<file path="config.mk">
export PLATFORM = sky130hd
export DESIGN_NAME = bpa_ctrl
export DESIGN_NICKNAME = d
export VERILOG_FILES = /design/src/rtl/bpa_pkg.sv /design/src/rtl/bpa_ctrl.sv
export SDC_FILE = /design/constraint.sdc
export NUM_CORES = 1
export LEC_CHECK = 0
export BUFFER_PORTS_ARGS = -buffer_cell sky130_fd_sc_hd__buf_2
export CORE_ASPECT_RATIO = 0.5
export CORE_MARGIN = 2
export CORE_UTILIZATION = 57
export DETAILED_ROUTE_END_ITERATION = 16
export PLACE_DENSITY_LB_ADDON = 0.1
export SLEW_MARGIN = 10
export SYNTH_ARGS = -nofsm -noshare
export SYNTH_HDL_FRONTEND = slang
export SYNTH_SLANG_ARGS = --single-unit
</file>
<file path="constraint.sdc">
create_clock -name clk -period 3.02 [get_ports clk]
set_clock_uncertainty 0.15 [all_clocks]
set_input_delay 0.302 -clock clk [delete_from_list [all_inputs] [get_ports clk]]
set_output_delay 0.302 -clock clk [all_outputs]
set_load 0.02 [all_outputs]
</file>
<file path="src/rtl/bpa_pkg.sv">
// bpa_pkg: constants, codes, command and status structs of the buddy page allocator
// used by bpa_ctrl, bpa_datapath, buddy_page_allocator_unit and bpa_checker
// no dependencies
package bpa_pkg;

	localparam int MAX_PAGES   = 4096;
	localparam int ORDER_COUNT = 11;
	localparam int PAGE_SHIFT  = 12;

	localparam int PG_W   = $clog2(MAX_PAGES);
	localparam int LINK_W = PG_W + 1;
	localparam int ORD_W  = 4;
	localparam int CNT_W  = PG_W + 1;

	localparam logic [LINK_W-1:0] NIL_LINK  = LINK_W'(MAX_PAGES);
	localparam logic [ORD_W-1:0]  FREE_MARK = '1;
	localparam logic [ORD_W-1:0]  TOP_ORD   = ORD_W'(ORDER_COUNT - 1);

	// operation codes of an input word
	localparam logic [1:0] FN_INIT  = 2'd0;
	localparam logic [1:0] FN_ALLOC = 2'd1;
	localparam logic [1:0] FN_FREE  = 2'd2;

	typedef enum logic [2:0] {
		ST_OK      = 3'd0,
		ST_NOINIT  = 3'd1,
		ST_BADSIZE = 3'd2,
		ST_OOM     = 3'd3,
		ST_IGNORED = 3'd4
	} st_code_t;

	// datapath commands
	typedef enum logic [4:0] {
		OP_NONE, OP_CLR_STEP, OP_LOAD, OP_INIT_SETUP, OP_INIT_PICK, OP_INIT_ADV,
		OP_TOG_RD, OP_TOG_WR, OP_PUSH_A_PG, OP_PUSH_A_SPLIT, OP_PUSH_B,
		OP_UL_RD_PG, OP_UL_RD_BUDDY, OP_UL_WR, OP_ALLOC_FIND, OP_DEC_ORD,
		OP_ALLOC_DONE, OP_ORD_RD, OP_FREE_TAKE, OP_MERGE, OP_RESULT
	} op_t;

	typedef struct packed {
		op_t      op;
		st_code_t code;
		logic     grant;
	} cmd_t;

	typedef struct packed {
		logic [1:0] func;
		logic       ready;
		logic       cfg_zero;
		logic       size_bad;
		logic       found;
		logic       pg_ok;
		logic       ord_bad;
		logic       ord_lt_max;
		logic       ord_gt_want;
		logic       tog_new;
		logic       rem_zero;
		logic       clr_done;
	} sts_t;

	// request size to order: {bad, order}
	function automatic logic [ORD_W:0] want_of(input logic [31:0] bytes);
		logic [31:0] q;
		logic [ORD_W-1:0] w;
		logic bad;
		q = (bytes - 32'd1) >> PAGE_SHIFT;
		w = '0;
		bad = (bytes == 32'd0) || ((q >> (ORDER_COUNT - 1)) != 32'd0);
		for (int i = 0; i < ORDER_COUNT - 1; i++) begin
			if (q[i])
				w = ORD_W'(i + 1);
		end
		return {bad, w};
	endfunction

	// flat address of the toggle bit of a buddy pair
	function automatic logic [PG_W-1:0] pair_addr(input logic [ORD_W-1:0] ord,
			input logic [PG_W-1:0] pg);
		logic [CNT_W-1:0] base;
		logic [CNT_W-1:0] idx;
		base = CNT_W'(MAX_PAGES) - (CNT_W'(MAX_PAGES) >> ord);
		idx = {1'b0, pg} >> (ord + ORD_W'(1));
		return PG_W'(base + idx);
	endfunction

	// largest aligned block that fits the remaining page count
	function automatic logic [ORD_W-1:0] init_pick(input logic [CNT_W-1:0] off,
			input logic [CNT_W-1:0] rem);
		logic [ORD_W-1:0] o;
		logic [CNT_W-1:0] sz;
		o = '0;
		for (int k = 0; k < ORDER_COUNT; k++) begin
			sz = CNT_W'(1) << k;
			if (sz <= rem && (off & (sz - CNT_W'(1))) == '0)
				o = ORD_W'(k);
		end
		return o;
	endfunction

endpackage

</file>
<file path="src/rtl/bpa_ctrl.sv">
// bpa_ctrl: sequencer of the buddy page allocator
// issues one datapath command per cycle from the datapath status; uses bpa_pkg
module bpa_ctrl import bpa_pkg::*; (
	input  logic clk,
	input  logic arst_n,
	input  logic start,
	input  sts_t sts,
	output cmd_t cmd,
	output logic busy
);

	typedef enum logic [26:0] {
		S_RCLR  = 27'd1 << 0,
		S_IDLE  = 27'd1 << 1,
		S_DISP  = 27'd1 << 2,
		S_ICLR  = 27'd1 << 3,
		S_IPICK = 27'd1 << 4,
		S_IT1   = 27'd1 << 5,
		S_IT2   = 27'd1 << 6,
		S_IPA   = 27'd1 << 7,
		S_IPB   = 27'd1 << 8,
		S_IADV  = 27'd1 << 9,
		S_AUL1  = 27'd1 << 10,
		S_AUL2  = 27'd1 << 11,
		S_AT1   = 27'd1 << 12,
		S_AT2   = 27'd1 << 13,
		S_ASPL  = 27'd1 << 14,
		S_APA   = 27'd1 << 15,
		S_APB   = 27'd1 << 16,
		S_AFIN  = 27'd1 << 17,
		S_FORD  = 27'd1 << 18,
		S_FLOOP = 27'd1 << 19,
		S_FT2   = 27'd1 << 20,
		S_FPA   = 27'd1 << 21,
		S_FPB   = 27'd1 << 22,
		S_FFIN  = 27'd1 << 23,
		S_FUL1  = 27'd1 << 24,
		S_FUL2  = 27'd1 << 25,
		S_FMRG  = 27'd1 << 26
	} state_t;

	state_t state_q, state_d;

	// state register
	always_ff @(posedge clk or negedge arst_n) begin
		if (!arst_n)
			state_q <= S_RCLR;
		else
			state_q <= state_d;
	end

	assign busy = (state_q != S_IDLE);

	// next state and command
	always_comb begin
		state_d = state_q;
		cmd = '{op: OP_NONE, code: ST_OK, grant: 1'b0};
		case (state_q)
			S_RCLR: begin
				cmd.op = OP_CLR_STEP;
				if (sts.clr_done)
					state_d = S_IDLE;
			end
			S_IDLE: begin
				if (start) begin
					cmd.op = OP_LOAD;
					state_d = S_DISP;
				end
			end
			S_DISP: begin
				state_d = S_IDLE;
				case (sts.func)
					FN_INIT: begin
						if (sts.cfg_zero) begin
							cmd.op = OP_RESULT;
							cmd.code = ST_BADSIZE;
						end else begin
							cmd.op = OP_INIT_SETUP;
							state_d = S_ICLR;
						end
					end
					FN_ALLOC: begin
						cmd.op = OP_RESULT;
						if (!sts.ready)
							cmd.code = ST_NOINIT;
						else if (sts.size_bad)
							cmd.code = ST_BADSIZE;
						else if (!sts.found)
							cmd.code = ST_OOM;
						else begin
							cmd.op = OP_ALLOC_FIND;
							state_d = S_AUL1;
						end
					end
					FN_FREE: begin
						cmd.op = OP_RESULT;
						if (!sts.ready)
							cmd.code = ST_NOINIT;
						else if (!sts.pg_ok)
							cmd.code = ST_IGNORED;
						else begin
							cmd.op = OP_ORD_RD;
							state_d = S_FORD;
						end
					end
					default: begin
						cmd.op = OP_RESULT;
						cmd.code = ST_IGNORED;
					end
				endcase
			end
			// init: sweep, then carve blocks
			S_ICLR: begin
				cmd.op = OP_CLR_STEP;
				if (sts.clr_done)
					state_d = S_IPICK;
			end
			S_IPICK: begin
				if (sts.rem_zero) begin
					cmd.op = OP_RESULT;
					state_d = S_IDLE;
				end else begin
					cmd.op = OP_INIT_PICK;
					state_d = S_IT1;
				end
			end
			S_IT1: begin
				cmd.op = OP_TOG_RD;
				state_d = S_IT2;
			end
			S_IT2: begin
				cmd.op = OP_TOG_WR;
				state_d = S_IPA;
			end
			S_IPA: begin
				cmd.op = OP_PUSH_A_PG;
				state_d = S_IPB;
			end
			S_IPB: begin
				cmd.op = OP_PUSH_B;
				state_d = S_IADV;
			end
			S_IADV: begin
				cmd.op = OP_INIT_ADV;
				state_d = S_IPICK;
			end
			// allocate: unlink head, toggle, split down
			S_AUL1: begin
				cmd.op = OP_UL_RD_PG;
				state_d = S_AUL2;
			end
			S_AUL2: begin
				cmd.op = OP_UL_WR;
				state_d = S_AT1;
			end
			S_AT1: begin
				cmd.op = OP_TOG_RD;
				state_d = S_AT2;
			end
			S_AT2: begin
				cmd.op = OP_TOG_WR;
				state_d = S_ASPL;
			end
			S_ASPL: begin
				if (sts.ord_gt_want) begin
					cmd.op = OP_DEC_ORD;
					state_d = S_APA;
				end else begin
					cmd.op = OP_ALLOC_DONE;
					state_d = S_AFIN;
				end
			end
			S_APA: begin
				cmd.op = OP_PUSH_A_SPLIT;
				state_d = S_APB;
			end
			S_APB: begin
				cmd.op = OP_PUSH_B;
				state_d = S_AT1;
			end
			S_AFIN: begin
				cmd.op = OP_RESULT;
				cmd.grant = 1'b1;
				state_d = S_IDLE;
			end
			// free: check stored order, merge up
			S_FORD: begin
				if (sts.ord_bad) begin
					cmd.op = OP_RESULT;
					cmd.code = ST_IGNORED;
					state_d = S_IDLE;
				end else begin
					cmd.op = OP_FREE_TAKE;
					state_d = S_FLOOP;
				end
			end
			S_FLOOP: begin
				if (sts.ord_lt_max) begin
					cmd.op = OP_TOG_RD;
					state_d = S_FT2;
				end else begin
					cmd.op = OP_PUSH_A_PG;
					state_d = S_FPB;
				end
			end
			S_FT2: begin
				cmd.op = OP_TOG_WR;
				state_d = sts.tog_new ? S_FPA : S_FUL1;
			end
			S_FPA: begin
				cmd.op = OP_PUSH_A_PG;
				state_d = S_FPB;
			end
			S_FPB: begin
				cmd.op = OP_PUSH_B;
				state_d = S_FFIN;
			end
			S_FFIN: begin
				cmd.op = OP_RESULT;
				state_d = S_IDLE;
			end
			S_FUL1: begin
				cmd.op = OP_UL_RD_BUDDY;
				state_d = S_FUL2;
			end
			S_FUL2: begin
				cmd.op = OP_UL_WR;
				state_d = S_FMRG;
			end
			S_FMRG: begin
				cmd.op = OP_MERGE;
				state_d = S_FLOOP;
			end
			default: begin
				state_d = S_IDLE;
			end
		endcase
	end

endmodule

</file>
==> results.ini <==
[synthesis]
ys_top_cells_by_count = nor2_1 (29), dfrtp_1 (26), nand2_1 (15), nor3_1 (15), nor4_1 (13)
yosysTopAreaCell = dfrtp_1
synth_top_area_share_pct = 35.3
netlist-cell-type-count = 51
flop_and_latch_count_out_of_synthesis = 27
asyncSetResetFlopFracSynth_pct = 100
synth_edf_count = 0
ys_dominant_reg_cell = dfrtp_1
yosysWarningCount = 0
post_synth_instance_area_um2 = 1840
synthesis.instances = 209
synth.top_cells.by_area = dfrtp_1 (35%), nor2_1 (5.9%), nor4_1 (4.4%), nor3_1 (4.1%), nand2_1 (3.1%)
cell_with_the_most_instances_after_synthesis = nor2_1
seq_area_frac_synth_pct = 36.7
postSynthNetCount = 225
synth_area_per_cell_um2 = 8.82

[timing]
finalMaxSlewViolations = 0
final.period_utilization_pct = 98.3
timing.fmax_mhz = 337
hold_violations = 0
setup_repair_after_global_routing_missed_its_margin = yes
worst_slew_pin_slew_ns = 0.625
maxSlewHeadroom_pct = 58.3
final.setup.tns_ns = 0
period_minus_slack_ns = 2.97
setup_viols_final = 0

[cts]
clkTransAtPathRegs_ns = 0.09
insertion_delay_ns = 0.28
clock_tree.htree_level_count = 1
cts_buffer_depth = 2
clk_root_buffer_cell = clkbuf_8
tritoncts_clock_tree = done
total_clock_buffers_created_by_cts = 3
clock-sinks = 27

[routing]
drtPass1Iterations = 4
route.final.wire_length_um = 5220
routedWlPerCell_um = 17.6
detailroute.via_count = 1878
final_antenna_net_count = 0
detail_route.drc_violations = 0
detail_route.iter0.violations = 171
via_per_inst = 6.32

[place]
number_of_buffers_inserted_by_port_buffering = 25
gp_congestion = 0.968
detailedPlacementHpwl_um = 3980
dpl.cell_count = 284

[worst_setup_path]
worst_path_max_delay_cell = dfrtp_1
rrSetupSlack_ns = 0.47
cp_cell_sequence = nor4_4 -> nand4_4 -> or2_4 -> or3_4 -> nor4b_4 -> nand3b_1 -> buf_6
timing.critical_path.from_type = flip-flop
worst-endpoint-arrival_ns = 2.52
r2r_start = state_q[8]
critical_path_peak_fanout = 5
critical_path_class = flip-flop to output port
worstRegToRegCells = 8
critical_path.n_buffers_inverters = 1
worst_setup_path_end_kind = output port
critical_path.top_delay_family = simple AND/OR/NAND/NOR gates
cp_slowest_stage_delay_ns = 0.46
worst_r2r_endpoint = state_q[1]
required_ns = 2.57

[floorplanning]
die_height_um = 44.2
effective_utilization_at_floorplan_pct = 60.5
die_area_um2 = 3730
dieWidth_um = 84.4
row_count = 14
pin_count = 26
core_region_area_um2 = 3050

[power]
switching_share_pct = 36.5
power.density_cell_area_nw_per_um2 = 472
cell_internal_pwr_mw = 0.691
worst_ir_drop_vdd_mv = 0.459
power_frac_clock_pct = 19.2
pwr-share-comb_pct = 44.7
pwr-share-seq_pct = 36.1
static_leakage_nw = 1.10
total_switching_power_mw = 0.397

[cells_and_area]
n_fill_cell = 232
area.growth.synth_to_final_pct = 24.9
final_util_pct = 75.6
antenna_cells_inserted = 0
largest_register_ffs = 27
drive_gt1_share_pct = 34.2
final-instance-count-excl-fill = 297
reg_top3 = state_q x27
max_flop_register = state_q
finish.net_count = 274

[global_route]
wire_length_of_the_first_global_routing_pass_um = 8340
total_global_route_track_usage_pct = 29.1
grt_max_degree = 28
grt_remaining_overflow = 0
antenna_found_initial = 0
first_global_vias = 1729

[outcome]
result_of_the_run = finished, final reports clean

[run]
max-cap-violations = 0

[worst_hold_path]
hp-class = input port to flip-flop
min_delay_path_depth = 2
worstHoldStart = sts[2]
timing.hold.worst_endpoint = state_q[24]

## layout make-up
cell class | count | area [um^2] | area share, %
Multi-Input combinational cell | 168 | 1170 | 51.0
Sequential cell | 27 | 682 | 29.6
Tap cell | 40 | 50.0 | 2.17
Timing Repair Buffer | 50 | 322 | 14.0
Clock buffer | 4 | 45.0 | 1.96
Inverter | 8 | 30.0 | 1.30
## through the flow
step | setup slack [ns] | hold slack (ns) | cell area [um^2] | total power, mW
floorplan | 0.253 | -0.144 | 1840 | 0.696
global placement | 0.105 | 0.195 | 2110 | 0.820
detailed placement | 0.151 | 0.201 | 2110 | 0.829
CTS | 0.0196 | 0.0355 | 2210 | 1.04
global route | -0.0516 | 0.0427 | 2300 | 1.14
finish | 0.0518 | 0.0416 | 2300 | 1.09
## power groups by stage
stage                     Clock (mW)  Combinational (mW)  Sequential [mW]
after global placement             0               0.423            0.397
after global routing           0.223               0.522            0.395
after floorplan                    0               0.306            0.390
after detailed placement           0               0.431            0.398
final                          0.209               0.486            0.393
after CTS                      0.211               0.437            0.391
## per-layer routing
metal  wire (um)  track usage [%]  vias to the layer above  share of wire, %
met5           0                0                        -                 0
met4         118             9.21                        0               2.3
met3         492             5.60                       14               9.4
met2        2190             44.4                      107                42
met1        2420             42.8                      880                46
li1            -                -                      877                 -
## cells in the final DEF (no fill, tap or decap), drive strengths merged, types with 3 or more instances in the layout
| cell type | instances |
|---|---|
| buf | 49 |
| nor2 | 30 |
| dfrtp | 26 |
| nor3 | 17 |
| nor4 | 17 |
| nand2 | 15 |
| nand3 | 12 |
| inv | 8 |
| nand4b | 6 |
| xnor2 | 6 |
| nand3b | 6 |
| nand4 | 5 |
| or2 | 5 |
| nor4b | 4 |
| o21ai | 4 |
| clkbuf | 4 |
| or4 | 4 |
| and2 | 3 |
| nand2b | 3 |
| a21o | 3 |
| nor2b | 3 |
| a21oi | 3 |
| nor3b | 3 |
## worst register-to-register path: cells and delay by family, from the launching register on
family	cells	cell delay (ns)
compound gates	1	0.17
simple gates	6	1.53
flops	1	0.46
buf+inv	1	0.14
## worst max path at each step
stage	startpoint	end	depth (start not counted)
floorplan	state_q[12]	cmd[5]	8
global placement	state_q[14]	cmd[6]	8
detailed placement	state_q[14]	cmd[6]	8
CTS	state_q[10]	cmd[7]	8
global route	state_q[16]	cmd[4]	9
finish	state_q[8]	cmd[8]	7
## what timing repair did
action | 4_1_cts | 5_1_grt
setup buffers | 1 | 7
pin swaps | 2 | 8
cloned | 0 | 0
hold buffers | 1 | 0
endpoints found under the hold margin | 26 | 0
gates resized for setup | 6 | 13
setup endpoints to repair | 5 | 5
## logic make-up after synthesis
kind of cell,share of synthesized area (%)
buffers and inverters,3.32
AOI/OAI and AO/OA,9.23
xor gates and xnor gates,2.85
DFF,36.7
and+or+nand+nor,47.9
(Power assumes the default switching activity.)
